<file path="src/rtl/fly_camera_orientation_update_unit_assert.svh">
// Assertion macros for the camera orientation update unit.
// Included by the modules that check their own control logic.
`ifndef FLY_CAMERA_ORIENTATION_UPDATE_UNIT_ASSERT_SVH
`define FLY_CAMERA_ORIENTATION_UPDATE_UNIT_ASSERT_SVH
`ifndef SYNTH
`define FCO_ASSERT_IMPL(label, clk, rst_n, a, c) \
    label: assert property (@(posedge clk) disable iff (!rst_n) (a) |-> (c)) \
        else $error("assertion failed");
`define FCO_ASSERT_NEXT(label, clk, rst_n, a, c) \
    label: assert property (@(posedge clk) disable iff (!rst_n) (a) |=> (c)) \
        else $error("assertion failed");
`else
`define FCO_ASSERT_IMPL(label, clk, rst_n, a, c)
`define FCO_ASSERT_NEXT(label, clk, rst_n, a, c)
`endif
`endif

</file>
<file path="src/rtl/fco_pkg.sv">
// Package for the camera orientation update unit: formats, constants, tables.
// No dependencies.
`timescale 1ns / 1ps
package fco_pkg;
    localparam int TRIG_ITERATIONS = 16;
    localparam int ATAN_ROWS = 24;
    localparam int NITER = (TRIG_ITERATIONS > ATAN_ROWS) ? ATAN_ROWS : TRIG_ITERATIONS;
    localparam int IW = $clog2(NITER + 1);
    localparam logic signed [33:0] CORDIC_GAIN = 34'sd652032874;
    localparam logic signed [33:0] DEG90 = 34'sd5898240;
    localparam logic signed [33:0] DEG180 = 34'sd11796480;
    localparam logic signed [33:0] DEG89 = 34'sd5832704;
    localparam logic signed [31:0] YAW_RESET = -32'sd5898240;

    typedef enum logic [2:0] {
        DIR_FORWARD = 3'd0, DIR_BACK = 3'd1, DIR_LEFT = 3'd2,
        DIR_RIGHT = 3'd3, DIR_DOWN = 3'd4, DIR_UP = 3'd5
    } dir_t;

    typedef enum logic [2:0] {
        CFG_SPEED = 3'd0, CFG_SENS = 3'd1, CFG_START_X = 3'd2,
        CFG_START_Y = 3'd3, CFG_START_Z = 3'd4
    } cfg_idx_t;

    typedef struct packed {
        logic signed [31:0] pos_x;
        logic signed [31:0] pos_y;
        logic signed [31:0] pos_z;
        logic signed [15:0] front_x;
        logic signed [15:0] front_y;
        logic signed [15:0] front_z;
        logic signed [15:0] right_x;
        logic signed [15:0] right_y;
        logic signed [15:0] right_z;
        logic signed [15:0] up_x;
        logic signed [15:0] up_y;
        logic signed [15:0] up_z;
    } result_t;

    typedef struct packed {
        logic               start;
        logic signed [33:0] angle;
    } cordic_req_t;

    typedef struct packed {
        logic               done;
        logic signed [33:0] cos_v;
        logic signed [33:0] sin_v;
    } cordic_rsp_t;

    function automatic logic signed [33:0] atan_deg(input logic [4:0] i);
        case (i)
            5'd0: atan_deg = 34'sd2949120;  5'd1: atan_deg = 34'sd1740967;
            5'd2: atan_deg = 34'sd919879;   5'd3: atan_deg = 34'sd466945;
            5'd4: atan_deg = 34'sd234379;   5'd5: atan_deg = 34'sd117304;
            5'd6: atan_deg = 34'sd58666;    5'd7: atan_deg = 34'sd29335;
            5'd8: atan_deg = 34'sd14668;    5'd9: atan_deg = 34'sd7334;
            5'd10: atan_deg = 34'sd3667;    5'd11: atan_deg = 34'sd1833;
            5'd12: atan_deg = 34'sd917;     5'd13: atan_deg = 34'sd458;
            5'd14: atan_deg = 34'sd229;     5'd15: atan_deg = 34'sd115;
            5'd16: atan_deg = 34'sd57;      5'd17: atan_deg = 34'sd29;
            5'd18: atan_deg = 34'sd14;      5'd19: atan_deg = 34'sd7;
            5'd20: atan_deg = 34'sd4;       5'd21: atan_deg = 34'sd2;
            5'd22: atan_deg = 34'sd1;
            default: atan_deg = 34'sd0;
        endcase
    endfunction

    function automatic logic signed [15:0] clamp14(input logic signed [47:0] v);
        if (v > 48'sd16384) clamp14 = 16'sd16384;
        else if (v < -48'sd16384) clamp14 = -16'sd16384;
        else clamp14 = v[15:0];
    endfunction
endpackage

</file>
<file path="src/rtl/fco_if.sv">
// Valid/ready channel interface carrying one payload type.
// Depends on nothing.
`timescale 1ns / 1ps
interface fco_if #(parameter int W = 1);
    logic         valid;
    logic         ready;
    logic [W-1:0] data;
    modport source (output valid, output data, input ready);
    modport sink (input valid, input data, output ready);
endinterface

</file>
<file path="src/rtl/fco_cordic.sv">
// Iterative CORDIC sine/cosine in degrees, one rotation per cycle.
// Depends on fco_pkg.
`timescale 1ns / 1ps
module fco_cordic (
    input  logic                clk,
    input  logic                rst_n,
    input  fco_pkg::cordic_req_t req,
    output fco_pkg::cordic_rsp_t rsp
);
    import fco_pkg::*;
    `include "fly_camera_orientation_update_unit_assert.svh"

    logic signed [33:0] x_reg, y_reg, a_reg;
    logic               flip_reg, busy_reg, done_reg;
    logic [IW-1:0]      i_reg;
    logic signed [33:0] a_fold, xs, ys;
    logic               f_fold;

    always_comb
    begin
        a_fold = req.angle;
        f_fold = 1'b0;
        if (req.angle > DEG90) begin a_fold = req.angle - DEG180; f_fold = 1'b1; end
        else if (req.angle < -DEG90) begin a_fold = req.angle + DEG180; f_fold = 1'b1; end
        xs = x_reg >>> i_reg;
        ys = y_reg >>> i_reg;
    end

    always_ff @(posedge clk or negedge rst_n)
    begin
        if (!rst_n)
        begin
            busy_reg <= 1'b0;
            done_reg <= 1'b0;
            i_reg    <= '0;
        end
        else
        begin
            done_reg <= 1'b0;
            if (req.start && !busy_reg)
            begin
                x_reg    <= CORDIC_GAIN;
                y_reg    <= '0;
                a_reg    <= a_fold;
                flip_reg <= f_fold;
                i_reg    <= '0;
                busy_reg <= 1'b1;
            end
            else if (busy_reg)
            begin
                if (i_reg == IW'(NITER))
                begin
                    busy_reg <= 1'b0;
                    done_reg <= 1'b1;
                end
                else
                begin
                    if (!a_reg[33])
                    begin
                        x_reg <= x_reg - ys;
                        y_reg <= y_reg + xs;
                        a_reg <= a_reg - atan_deg(5'(i_reg));
                    end
                    else
                    begin
                        x_reg <= x_reg + ys;
                        y_reg <= y_reg - xs;
                        a_reg <= a_reg + atan_deg(5'(i_reg));
                    end
                    i_reg <= i_reg + 1'b1;
                end
            end
        end
    end

    assign rsp.done  = done_reg;
    assign rsp.cos_v = flip_reg ? -x_reg : x_reg;
    assign rsp.sin_v = flip_reg ? -y_reg : y_reg;

    `FCO_ASSERT_NEXT(a_done_ends, clk, rst_n, done_reg, !done_reg)
    `FCO_ASSERT_IMPL(a_done_idle, clk, rst_n, done_reg, !busy_reg)
    `FCO_ASSERT_IMPL(a_iter_range, clk, rst_n, busy_reg, i_reg <= IW'(NITER))
endmodule

</file>
<file path="src/rtl/fco_serial_mul.sv">
// Signed shift-add multiplier, one multiplier bit per cycle.
// Depends on fco_pkg.
`timescale 1ns / 1ps
module fco_serial_mul (
    input  logic               clk,
    input  logic               rst_n,
    input  logic               start,
    input  logic signed [33:0] a,
    input  logic signed [33:0] b,
    output logic               done,
    output logic signed [67:0] p
);
    import fco_pkg::*;

    logic signed [67:0] acc_reg, mc_reg;
    logic [33:0]        mb_reg;
    logic [5:0]         n_reg;
    logic               busy_reg, done_reg;

    always_ff @(posedge clk or negedge rst_n)
    begin
        if (!rst_n)
        begin
            busy_reg <= 1'b0;
            done_reg <= 1'b0;
            n_reg    <= '0;
        end
        else
        begin
            done_reg <= 1'b0;
            if (start && !busy_reg)
            begin
                acc_reg  <= '0;
                mc_reg   <= 68'(a);
                mb_reg   <= b;
                n_reg    <= '0;
                busy_reg <= 1'b1;
            end
            else if (busy_reg)
            begin
                // top bit of b has negative weight
                if (mb_reg[0])
                    acc_reg <= (n_reg == 6'd33) ? acc_reg - mc_reg : acc_reg + mc_reg;
                mc_reg <= mc_reg <<< 1;
                mb_reg <= mb_reg >> 1;
                n_reg  <= n_reg + 1'b1;
                if (n_reg == 6'd33)
                begin
                    busy_reg <= 1'b0;
                    done_reg <= 1'b1;
                end
            end
        end
    end

    assign done = done_reg;
    assign p    = acc_reg;
endmodule

</file>
<file path="src/rtl/fly_camera_orientation_update_unit.sv">
// Camera orientation update unit: sequencer, state, serial arithmetic.
// Depends on fco_pkg, fco_if, fco_cordic, fco_serial_mul.
`timescale 1ns / 1ps
// Usage:
//   in  : sink channel, beat = {kind, move_dir, delta_time, x_offset, y_offset}.
//   out : source channel, beat = result_t (position and front/right/up vectors).
//   cfg_we/cfg_idx/cfg_data: register writes, only while idle. A start_* write
//   also loads that position component at once.
// One item at a time. From accept to result valid, an item runs two CORDIC
// passes, up to six products on one bit-serial 34x34 multiplier, then the
// output register is loaded. A key move with an unused direction skips both
// step products; an up or down move has one. Most of each item's time goes
// to the serial multiplier.
// A new beat is taken when the previous result is handed over or while it
// waits in the output register, so the next item overlaps the stall.
// Reset: speed 5.0, sensitivity 0.2, position 0, yaw -90, pitch 0, no result.
// A stalled receiver holds the result register; the unit finishes its
// current item and then waits.
module fly_camera_orientation_update_unit (
    input  logic        clk,
    input  logic        rst_n,
    fco_if.sink         in_ch,
    fco_if.source       out_ch,
    input  logic        cfg_we,
    input  logic [2:0]  cfg_idx,
    input  logic [31:0] cfg_data
);
    import fco_pkg::*;
    `include "fly_camera_orientation_update_unit_assert.svh"

    typedef enum logic [3:0] {
        S_IDLE, S_MOUSE, S_MUL_WAIT, S_TRIG_Y, S_TRIG_P, S_MUL, S_STEP, S_OUT
    } state_t;

    state_t             state_reg;
    logic [15:0]        speed_reg, sens_reg;
    logic signed [31:0] pos_reg [3];
    logic signed [31:0] yaw_reg, pitch_reg;
    logic               kind_reg;
    logic [2:0]         dir_reg;
    logic [15:0]        dt_reg;
    logic signed [15:0] xo_reg, yo_reg;
    logic signed [33:0] cy_reg, sy_reg, cp_reg, sp_reg;
    logic signed [67:0] prod_reg [6];
    logic [3:0]         job_reg;
    logic               mstart_reg;
    logic signed [33:0] ma, mb;
    logic               mdone;
    logic signed [67:0] mp;
    cordic_req_t        creq;
    cordic_rsp_t        crsp;
    logic               cstart_reg;
    logic               out_valid_reg;
    result_t            out_reg;
    logic               take;

    assign take = in_ch.valid && in_ch.ready;
    assign in_ch.ready = (state_reg == S_IDLE) && !cfg_we;

    assign creq.start = cstart_reg;
    assign creq.angle = (state_reg == S_TRIG_P) ? 34'(pitch_reg) : 34'(yaw_reg);

    fco_cordic u_cordic (.clk(clk), .rst_n(rst_n), .req(creq), .rsp(crsp));
    fco_serial_mul u_mul (.clk(clk), .rst_n(rst_n), .start(mstart_reg), .a(ma), .b(mb),
                          .done(mdone), .p(mp));

    // Q1.14 horizontal trig terms
    logic signed [15:0] cy14, sy14, c0, c2;
    logic signed [33:0] vspeed;
    assign cy14 = clamp14(48'((cy_reg + 34'sd32768) >>> 16));
    assign sy14 = clamp14(48'((sy_reg + 34'sd32768) >>> 16));
    assign vspeed = 34'({16'd0, speed_reg} * {16'd0, dt_reg});

    always_comb
    begin
        c0 = 16'sd0;
        c2 = 16'sd0;
        unique case (dir_reg)
            DIR_FORWARD: begin c0 = cy14;  c2 = sy14;  end
            DIR_BACK:    begin c0 = -cy14; c2 = -sy14; end
            DIR_LEFT:    begin c0 = sy14;  c2 = -cy14; end
            DIR_RIGHT:   begin c0 = -sy14; c2 = cy14;  end
            DIR_DOWN:    begin c0 = -16'sd16384; end
            DIR_UP:      begin c0 = 16'sd16384;  end
            default:     ;
        endcase
    end

    // operand selection per multiplier job
    always_comb
    begin
        ma = '0;
        mb = '0;
        case (job_reg)
            4'd0: begin ma = 34'(xo_reg); mb = 34'(sens_reg); end
            4'd1: begin ma = 34'(yo_reg); mb = 34'(sens_reg); end
            4'd2: begin ma = cy_reg; mb = cp_reg; end
            4'd3: begin ma = sy_reg; mb = cp_reg; end
            4'd4: begin ma = cy_reg; mb = sp_reg; end
            4'd5: begin ma = sy_reg; mb = sp_reg; end
            4'd6: begin ma = vspeed; mb = 34'(c0); end
            4'd7: begin ma = vspeed; mb = 34'(c2); end
            default: ;
        endcase
    end

    function automatic logic signed [31:0] sat_add(input logic signed [31:0] p,
                                                   input logic signed [67:0] d);
        logic signed [67:0] s;
        s = 68'(p) + d;
        if (s > 68'sd2147483647) sat_add = 32'sh7fffffff;
        else if (s < -68'sd2147483648) sat_add = 32'sh80000000;
        else sat_add = s[31:0];
    endfunction

    logic signed [67:0] dmouse, dstep;
    logic signed [33:0] yaw_n, pit_n;
    assign dmouse = (prod_reg[0] + 68'sd128) >>> 8;
    assign dstep  = (mp + 68'sd2097152) >>> 22;
    always_comb
    begin
        yaw_n = 34'(yaw_reg) + 34'(dmouse);
        if (yaw_n >= DEG180) yaw_n = yaw_n - 2 * DEG180;
        else if (yaw_n < -DEG180) yaw_n = yaw_n + 2 * DEG180;
        pit_n = 34'(pitch_reg) + 34'((mp + 68'sd128) >>> 8);
        if (pit_n > DEG89) pit_n = DEG89;
        if (pit_n < -DEG89) pit_n = -DEG89;
    end

    function automatic logic signed [15:0] r46(input logic signed [67:0] v);
        r46 = clamp14(48'((v + (68'sd1 <<< 45)) >>> 46));
    endfunction

    always_ff @(posedge clk or negedge rst_n)
    begin
        if (!rst_n)
        begin
            state_reg     <= S_IDLE;
            speed_reg     <= 16'd1280;
            sens_reg      <= 16'd13107;
            pos_reg[0]    <= '0;
            pos_reg[1]    <= '0;
            pos_reg[2]    <= '0;
            yaw_reg       <= YAW_RESET;
            pitch_reg     <= '0;
            out_valid_reg <= 1'b0;
            mstart_reg    <= 1'b0;
            cstart_reg    <= 1'b0;
            job_reg       <= '0;
        end
        else
        begin
            mstart_reg <= 1'b0;
            cstart_reg <= 1'b0;
            // S_OUT reloads the result register itself
            if (out_ch.valid && out_ch.ready && state_reg != S_OUT)
                out_valid_reg <= 1'b0;
            if (cfg_we)
            begin
                unique case (cfg_idx)
                    CFG_SPEED:   speed_reg  <= cfg_data[15:0];
                    CFG_SENS:    sens_reg   <= cfg_data[15:0];
                    CFG_START_X: pos_reg[0] <= cfg_data;
                    CFG_START_Y: pos_reg[1] <= cfg_data;
                    CFG_START_Z: pos_reg[2] <= cfg_data;
                    default:     ;
                endcase
            end
            unique case (state_reg)
                S_IDLE:
                    if (take)
                    begin
                        kind_reg <= in_ch.data[51];
                        dir_reg  <= in_ch.data[50:48];
                        dt_reg   <= in_ch.data[47:32];
                        xo_reg   <= in_ch.data[31:16];
                        yo_reg   <= in_ch.data[15:0];
                        job_reg  <= '0;
                        if (in_ch.data[51])
                        begin
                            mstart_reg <= 1'b1;
                            state_reg  <= S_MOUSE;
                        end
                        else
                        begin
                            cstart_reg <= 1'b1;
                            state_reg  <= S_TRIG_Y;
                        end
                    end
                S_MOUSE:
                    if (mdone)
                    begin
                        prod_reg[0] <= mp;
                        job_reg     <= 4'd1;
                        mstart_reg  <= 1'b1;
                        state_reg   <= S_MUL_WAIT;
                    end
                S_MUL_WAIT:
                    if (mdone)
                    begin
                        yaw_reg    <= yaw_n[31:0];
                        pitch_reg  <= pit_n[31:0];
                        cstart_reg <= 1'b1;
                        state_reg  <= S_TRIG_Y;
                    end
                S_TRIG_Y:
                    if (crsp.done)
                    begin
                        cy_reg     <= crsp.cos_v;
                        sy_reg     <= crsp.sin_v;
                        cstart_reg <= 1'b1;
                        state_reg  <= S_TRIG_P;
                    end
                S_TRIG_P:
                    if (crsp.done)
                    begin
                        cp_reg     <= crsp.cos_v;
                        sp_reg     <= crsp.sin_v;
                        job_reg    <= 4'd2;
                        mstart_reg <= 1'b1;
                        state_reg  <= S_MUL;
                    end
                S_MUL:
                    if (mdone)
                    begin
                        prod_reg[3'(job_reg)] <= mp;
                        if (job_reg == 4'd5)
                        begin
                            if (!kind_reg && dir_reg <= DIR_UP)
                            begin
                                job_reg    <= 4'd6;
                                mstart_reg <= 1'b1;
                                state_reg  <= S_STEP;
                            end
                            else
                                state_reg <= S_OUT;
                        end
                        else
                        begin
                            job_reg    <= job_reg + 4'd1;
                            mstart_reg <= 1'b1;
                        end
                    end
                S_STEP:
                    if (mdone)
                    begin
                        if (dir_reg == DIR_DOWN || dir_reg == DIR_UP)
                        begin
                            pos_reg[1] <= sat_add(pos_reg[1], dstep);
                            state_reg  <= S_OUT;
                        end
                        else if (job_reg == 4'd6)
                        begin
                            pos_reg[0] <= sat_add(pos_reg[0], dstep);
                            job_reg    <= 4'd7;
                            mstart_reg <= 1'b1;
                        end
                        else
                        begin
                            pos_reg[2] <= sat_add(pos_reg[2], dstep);
                            state_reg  <= S_OUT;
                        end
                    end
                S_OUT:
                    if (!out_valid_reg || out_ch.ready)
                    begin
                        out_reg.pos_x   <= pos_reg[0];
                        out_reg.pos_y   <= pos_reg[1];
                        out_reg.pos_z   <= pos_reg[2];
                        out_reg.front_x <= r46(prod_reg[2]);
                        out_reg.front_y <= clamp14(48'((sp_reg + 34'sd32768) >>> 16));
                        out_reg.front_z <= r46(prod_reg[3]);
                        out_reg.right_x <= -sy14;
                        out_reg.right_y <= 16'sd0;
                        out_reg.right_z <= cy14;
                        out_reg.up_x    <= -r46(prod_reg[4]);
                        out_reg.up_y    <= clamp14(48'((cp_reg + 34'sd32768) >>> 16));
                        out_reg.up_z    <= -r46(prod_reg[5]);
                        out_valid_reg   <= 1'b1;
                        state_reg       <= S_IDLE;
                    end
                default: state_reg <= S_IDLE;
            endcase
        end
    end

    assign out_ch.valid = out_valid_reg;
    assign out_ch.data  = out_reg;

    `FCO_ASSERT_NEXT(a_take_leaves_idle, clk, rst_n, take, state_reg != S_IDLE)
    `FCO_ASSERT_IMPL(a_pitch_clamped, clk, rst_n, 1'b1,
        pitch_reg <= 32'(DEG89) && pitch_reg >= -32'(DEG89))
    `FCO_ASSERT_IMPL(a_right_y_zero, clk, rst_n, out_valid_reg, out_reg.right_y == 16'sd0)
endmodule

</file>
<file path="src/flat_wrapper.sv">
// flat-port wrapper written by rule: the top's interface ports become plain ports
module fly_camera_orientation_update_unit_flat import fco_pkg::*;
  (clk, rst_n, cfg_we, cfg_idx, cfg_data, in_ch_valid, in_ch_data, in_ch_ready, out_ch_valid, out_ch_data, out_ch_ready);
  fco_if #(.W(52)) in_ch_i ();
  fco_if #(.W($bits(result_t))) out_ch_i ();
  input  logic clk;
  input  logic rst_n;
  input  logic cfg_we;
  input  logic [2:0] cfg_idx;
  input  logic [31:0] cfg_data;
  input wire logic [$bits(in_ch_i.valid)-1:0] in_ch_valid;
  input wire logic [$bits(in_ch_i.data)-1:0] in_ch_data;
  output wire logic [$bits(in_ch_i.ready)-1:0] in_ch_ready;
  output wire logic [$bits(out_ch_i.valid)-1:0] out_ch_valid;
  output wire logic [$bits(out_ch_i.data)-1:0] out_ch_data;
  input wire logic [$bits(out_ch_i.ready)-1:0] out_ch_ready;
  assign in_ch_i.valid = in_ch_valid;
  assign in_ch_i.data = in_ch_data;
  assign in_ch_ready = in_ch_i.ready;
  assign out_ch_valid = out_ch_i.valid;
  assign out_ch_data = out_ch_i.data;
  assign out_ch_i.ready = out_ch_ready;
  fly_camera_orientation_update_unit u_core (.clk(clk), .rst_n(rst_n), .in_ch(in_ch_i), .out_ch(out_ch_i), .cfg_we(cfg_we), .cfg_idx(cfg_idx), .cfg_data(cfg_data));
endmodule
</file>
<file path="config.mk">
export PLATFORM = sky130hd
export DESIGN_NAME = fly_camera_orientation_update_unit_flat
export DESIGN_NICKNAME = d
export VERILOG_FILES = /design/src/rtl/fco_pkg.sv /design/src/rtl/fco_if.sv /design/src/rtl/fco_cordic.sv /design/src/rtl/fco_serial_mul.sv /design/src/rtl/fly_camera_orientation_update_unit.sv /design/src/flat_wrapper.sv
export VERILOG_INCLUDE_DIRS = /design/src /design/src/rtl
export SDC_FILE = /design/constraint.sdc
export NUM_CORES = 2
export LEC_CHECK = 0
export ABC_CLOCK_PERIOD_IN_PS = 25000
export BUFFER_PORTS_ARGS = -buffer_cell sky130_fd_sc_hd__buf_2
export CAP_MARGIN = 40
export CORE_MARGIN = 5
export CORE_UTILIZATION = 60
export DETAILED_ROUTE_END_ITERATION = 6
export GPL_ROUTABILITY_DRIVEN = 0
export PLACE_DENSITY = 0.76
export SKIP_CTS_REPAIR_TIMING = 1
export SYNTH_ARGS = -nofsm -noshare
export SYNTH_HDL_FRONTEND = slang
export SYNTH_SLANG_ARGS = --single-unit
</file>
<file path="constraint.sdc">
create_clock -name clk -period 25 [get_ports clk]
set_input_delay 1.25 -clock clk [delete_from_list [all_inputs] [get_ports clk]]
set_output_delay 1.25 -clock clk [all_outputs]
set_load 0.01 [all_outputs]
</file>
======== Word level (Yosys, flattened, before mapping) ========
Memories as Yosys holds them, arrays and structs flattened.
Index checks and enable logic that the tools add are counted.
word-level totals
  input bits .............................. 92
  RAM bits ................................ 408
  ROM bits ................................ 1,408
  output and inout bits ................... 242
  flip-flop bits (word level) ............. 903
  word-level logic and storage cells ...... 345
  memories kept ........................... 3
memory list
  name              words  bits a word  rd ports  clocked after Yosys merged registers in  write ports  RTL line                                  source
  (name not given)  32     22           1         0                                        0            fco_pkg.sv:52                             case (i)
  (name not given)  32     22           1         0                                        0            fco_pkg.sv:52
  u_core.prod_reg   6      68           5         0                                        1            fly_camera_orientation_update_unit.sv:44  logic signed [67:0] prod_reg [6];
operators by class
  eq/ne operators ......................... 40
  reductions and logical operators ........ 47
  shift-type cells ........................ 2
  mux-type cells .......................... 137
  add/sub/neg operators ................... 37
  multiply operators ...................... 1
  order comparisons ....................... 29
operator list
  kind                    number
  $mux 34                 26
  $mux 32                 17
  $mux 68                 6
  $pmux 34 s5             2
  $mux 96                 3
  $add 68x47->68 const B  4
  $mux 16                 16
  $gt 68x32->1 const B    3
  $lt 68x32->1 const B    3
  $add 32x46->47          3
  $add 34x17->35 const B  4
  $add 34x34->34          3
  $sub 34x34->34          3
  $pmux 16 s6             1
  $gt 22x16->1 const B    4
  $lt 22x15->1 const B    4
  $add 42x9->42 const B   2
  $mux 4                  20
  $gt 19x16->1 const B    4
  $lt 19x15->1 const B    4
  $add 32x34->34          2
  $add 68x23->68 const B  1
  $add 68x68->68          1
  $gt 34x24->1 const B    2
  52 further kinds        155

======== Longest topological paths before layout ========
An unclocked memory read counts as a cell.
  depth in word-level cells ............... 10
  gate-level depth with buffers ........... 33
  depth with buffers taken out ............ 28

======== By module ========
Synthesis repeated with hierarchy kept, for this count alone.
second synthesis, totals
  cells, all modules ...................... 9,993
  area total of the unflattened synthesis .. 89,741.1 µm²
modules (own cells, without submodules)
  module                              area an instance (µm²)  seq. area each (µm²)  times used  cells each
  fly_camera_orientation_update_unit  58,277.1                21,267.9              1           6,238
  fco_cordic                          18,745.5                3,268.1               1           2,301
  fco_serial_mul                      12,718.4                5,305.1               1           1,454

======== Worst setup path before layout ========
No wires, ideal clock.
  path kind ............................... in2reg
  start point ............................. input out_ch_ready
  end point ............................... register u_core.out_reg, in the netlist u_core.out_ch.data[0], enable pin
  buffers on the path ..................... 0
  data arrival time ....................... 10,802 ps
  slack ................................... 13,381 ps
  setup time .............................. 817 ps
  stages .................................. 3
  data required time ...................... 24,183 ps
  cells stage by stage .................... nand2b_1 nand2_1 nor2_1
on the way
  word-level cells in the longest chain between the ends .. 2
RTL lines
  element                     RTL line                                   source
  start, declared             flat_wrapper.sv:16                         input wire logic [$bits(out_ch_i.ready)-1:0] out_ch_ready;
  $logic_or 1x1->1            fly_camera_orientation_update_unit.sv:265  if (!out_valid_reg || out_ch.ready)
  $reduce_and 3->1 (no line)  --
  end, declared               fly_camera_orientation_update_unit.sv:54   result_t out_reg;
No other way between the ends.
A chain may end at the register's enable or synchronous reset.

======== Final worst setup path ========
  start point ............................. register u_core.u_mul.acc_reg[23], in the netlist u_core.u_mul.p[23]
  end point ............................... register u_core.pos_reg[67] (netlist bit)
on the way
  word-level cells in the longest chain between the ends .. 9
  elaborated cells on any way between the ends .. 10
  those cells by class .................... add/sub (2); order compare (2); mux (6)
RTL lines
  element                 RTL line                                   source
  start, declared         fco_serial_mul.sv:15                       logic signed [67:0] acc_reg, mc_reg;
  start signal, assigned  fco_serial_mul.sv:43                       acc_reg <= (n_reg == 6'd33) ? acc_reg - mc_reg : acc_reg + mc_reg;
  $add 68x23->68 *        fly_camera_orientation_update_unit.sv:119  assign dstep = (mp + 68'sd2097152) >>> 22;
  $add 32x46->47 *        fly_camera_orientation_update_unit.sv:110  s = 68'(p) + d;
  $lt 68x32->1            fly_camera_orientation_update_unit.sv:112  else if (s < -68'sd2147483648) sat_add = 32'sh80000000;
  $mux 32                 fly_camera_orientation_update_unit.sv:112
  $mux 32 *               fly_camera_orientation_update_unit.sv:111  if (s > 68'sd2147483647) sat_add = 32'sh7fffffff;
  $mux 32 *               fly_camera_orientation_update_unit.sv:252  else if (job_reg == 4'd6)
  $mux 32 *               fly_camera_orientation_update_unit.sv:247  if (dir_reg == DIR_DOWN || dir_reg == DIR_UP)
  $mux 96 *               fly_camera_orientation_update_unit.sv:245  if (mdone)
  $mux 96 *               fly_camera_orientation_update_unit.sv:169  unique case (state_reg)
  end, declared           fly_camera_orientation_update_unit.sv:37   logic signed [31:0] pos_reg [3];
Mark *: on every way between the ends. The rest lies on a longest branch, timed or not.

==> run metrics <==
CTS Buf Count roughly 120; synthesized area per cell 9.09 sq um; number of fill cells 11600; die area 154000 sq um; Final setup viols 0; Routed Wire Length between 200000 and 300000 um; power per cell area 154 nW/um^2; EDFF count, synth 812; die outline height slightly below 400 um; post-route cell area about 95000 sq um; die width a little under 400 um; CP Capture Type flop; initial antenna violation count 15; HPWL Detailed around 200000 um; Core Box Area between 100000 and 150000 sq um; highest clock rate approximately 130 MHz; warnings from Yosys 0; Syn Inst Count ~9600; total congestion overflow 0; failing checks design-rule violations; RSZ-0062 raised after global routing no; placed inst area a little over 90000 sq um; CP peak stage delay between 0.6 and 0.7 ns; max FFs per register approximately 220; share of layout cells above drive strength 1 9.41%; VDD IR max ~270 uV; actual slew at the worst max-slew pin around 1.2 ns; wire length on met1 between 100000 and 150000 um; Final Hold Vio Count 0; via count slightly below 80000; clock slew at reported path FFs about 0.060 ns; post-route insts no fill ~12000; count of cell types in the netlist ~120; highest net fanout along the worst path 25; synthesis-to-finish area growth 8.18%; post-DR wirelength/cell around 23 um; CTS sink cnt a little over 1000; ys flop type edfxtp_1; FF+latch count, synth between 1000 and 1500; vias in the first global route 73700; TritonCTS clock tree done; total track usage around a third; Rel. slew slack 19.5%; vias per cell between 6 and 7; Post-layout nets between 10000 and 15000; Iteration-0 DRC Markers roughly 9400; Min Hold Slack between 0.4 and 0.5 ns; static leakage roughly 38 nW; TNS Setup 0 ns; clock skew between 0.07 and 0.08 ns; worst path cell trace nand3_1, nor2_1, nand2_1, nor2_1, and3_1, and2_1, nand4_1, nor2_1, xor2_1, ha_1, a21oi_1, a21oi_1, a211o_1, a21o_1, a221o_1, a21oi_1, a211o_1, nand3_1, a311oi_1, nand4_1, buf_4, a21oi_1, a22oi_1; top cells by area, synth edfxtp_1 28%, ha_1 7.3%, dfrtp_1 5.6%, nand2_1 5.5%, xnor2_1 4.9%; fin crit period 7.88 ns; Crit Path Category flop to flop; synthesized area about 88000 sq um; CP Launch Type flop; Site Rows 140; largest net degree at the start of global routing 155; met2 routed wirelength approximately 120000 um; status complete, but fails checks; first-pass GRT wire length roughly 420000 um; Pins Over Slew Limit 0; # DRC 14; Commonest cells post-synth 1292 x nand2_1, 812 x edfxtp_1, 677 x nor2_1, 645 x a21oi_1, 520 x o21ai_0; Final ANT Viol Nets 0; worst-skew pair later-pin latency between 0.7 and 0.8 ns; uppermost layer routed met5; I/O pin total around 330; Clock Path Buffers 3; Worst Hold Class primary input to asynchronous set/reset pin; IO Port Bufs about 320; post-synth top area cell edfxtp_1; Core Util, Final between 60 and 70%; async set-reset flop share out of synthesis 21.1%; Crit path required time between 20 and 30 ns; H-Tree Depth 3; DR WL met3 29300 um; max cap viols 0; cell count after placement about 12000; Tcrit/Tclk final 31.5%; Initial Utilization 60.3%; CP most frequent cell a21oi_1; sequential area share after synthesis about a third; top cell type's share of synthesized area 27.8%; count leader, synth nand2_1; TritonRoute pass-1 iters 7; CP max stage cell a21oi_1; CTS Root Cell clkbuf_16; Data arrival, critical path 8.44 ns
-- metal layers --
metal / vias up / track usage, %
met2: 4770 / 53.3
met1: 37300 / 45.0
met5: - / 0
li1: 35500 / -
met4: 12 / 19.3
met3: 1053 / 6.52
-- worst max-delay path: cells and delay by family (launching register included) --
family | cells | cell delay, ns
AOI/OAI and AO/OA | 10 | 2.96
and+or+nand+nor | 10 | 2.91
DFF | 1 | 0.54
xor gates and xnor gates | 1 | 0.52
adders and majority gates | 1 | 0.41
buffers and inverters | 1 | 0.28
-- cells in the final DEF, fill, tap and decap left out, types with 116 or more instances in the layout --
master / instances
nand2_1: 1289
edfxtp_1: 812
nor2_1: 671
a21oi_1: 644
o21ai_0: 519
ha_1: 515
xnor2_1: 486
inv_1: 430
xor2_1: 335
buf_2: 319
nand3_1: 265
a21o_1: 234
fa_1: 203
and2_1: 198
dfrtp_1: 190
nor3_1: 172
and3_1: 135
mux2i_1: 119
clkbuf_16: 117
a31oi_1: 116
-- cells by family (layout without fill, tap and decap cells) --
group	after synthesis	in the layout	synth area share (%)
and+or+nand+nor	3363	3363	18.1
AOI/OAI and AO/OA	2516	2516	18.9
buffers and inverters	923	1077	4.22
xor gates and xnor gates	821	821	8.20
DFF	1029	1029	34.0
adders and majority gates	718	718	12.0
muxes	278	278	4.59
other	1	24	0.00427
-- per-stage QoR --
| stage | power [mW] | setup slack, ns |
|---|---|---|
| after CTS | 14.3 | 17.39 |
| after global placement | 12.1 | 17.52 |
| final | 14.6 | 17.12 |
| after global routing | 15.6 | 16.76 |
| after floorplan | 9.96 | 13.38 |
| after detailed placement | 12.4 | 17.49 |
-- cell type report --
class | instances | area [sq um] | share of cell area (%)
clock buffers | 138 | 3050 | 3.21
diodes | 8 | 20.0 | 0.0211
clock inverters | 78 | 970 | 1.02
repair buffers | 425 | 2530 | 2.66
flip-flops and latches | 1029 | 29800 | 31.5
well taps | 1917 | 2400 | 2.53
inverters | 436 | 1640 | 1.72
multi-input cells | 7712 | 54500 | 57.4
-- where the power goes --
part           switching [mW]  internal [mW]  leakage (nW)
clock network           0.771           1.04          1.94
registers               0.550           2.28          10.2
logic                    5.92           4.02          26.0
total                    7.24           7.33          38.2
-- worst paths after layout --
path | start | end | slack [ns] | depth (start not counted)
setup reg to reg | u_core.u_mul.p[23]$_SDFFCE_PP0P_ | u_core.pos_reg[67]$_DFF_PN0_ | 17.12 | 23
max in group asynchronous | rst_n | u_core.pos_reg[30]$_DFF_PN0_ | 22.29 | 6
hold / removal | rst_n | u_core.u_cordic.busy_reg$_DFF_PN0_ | 0.43 | 1
setup / recovery | u_core.u_mul.p[23]$_SDFFCE_PP0P_ | u_core.pos_reg[67]$_DFF_PN0_ | 17.12 | 23
hold reg to reg | u_core.pos_reg[66]$_DFF_PN0_ | u_core.out_ch.data[210]$_DFFE_PP_ | 0.43 | 0
min in group clk | u_core.pos_reg[66]$_DFF_PN0_ | u_core.out_ch.data[210]$_DFFE_PP_ | 0.43 | 0
No activity file was read; power rests on OpenSTA's default activity.
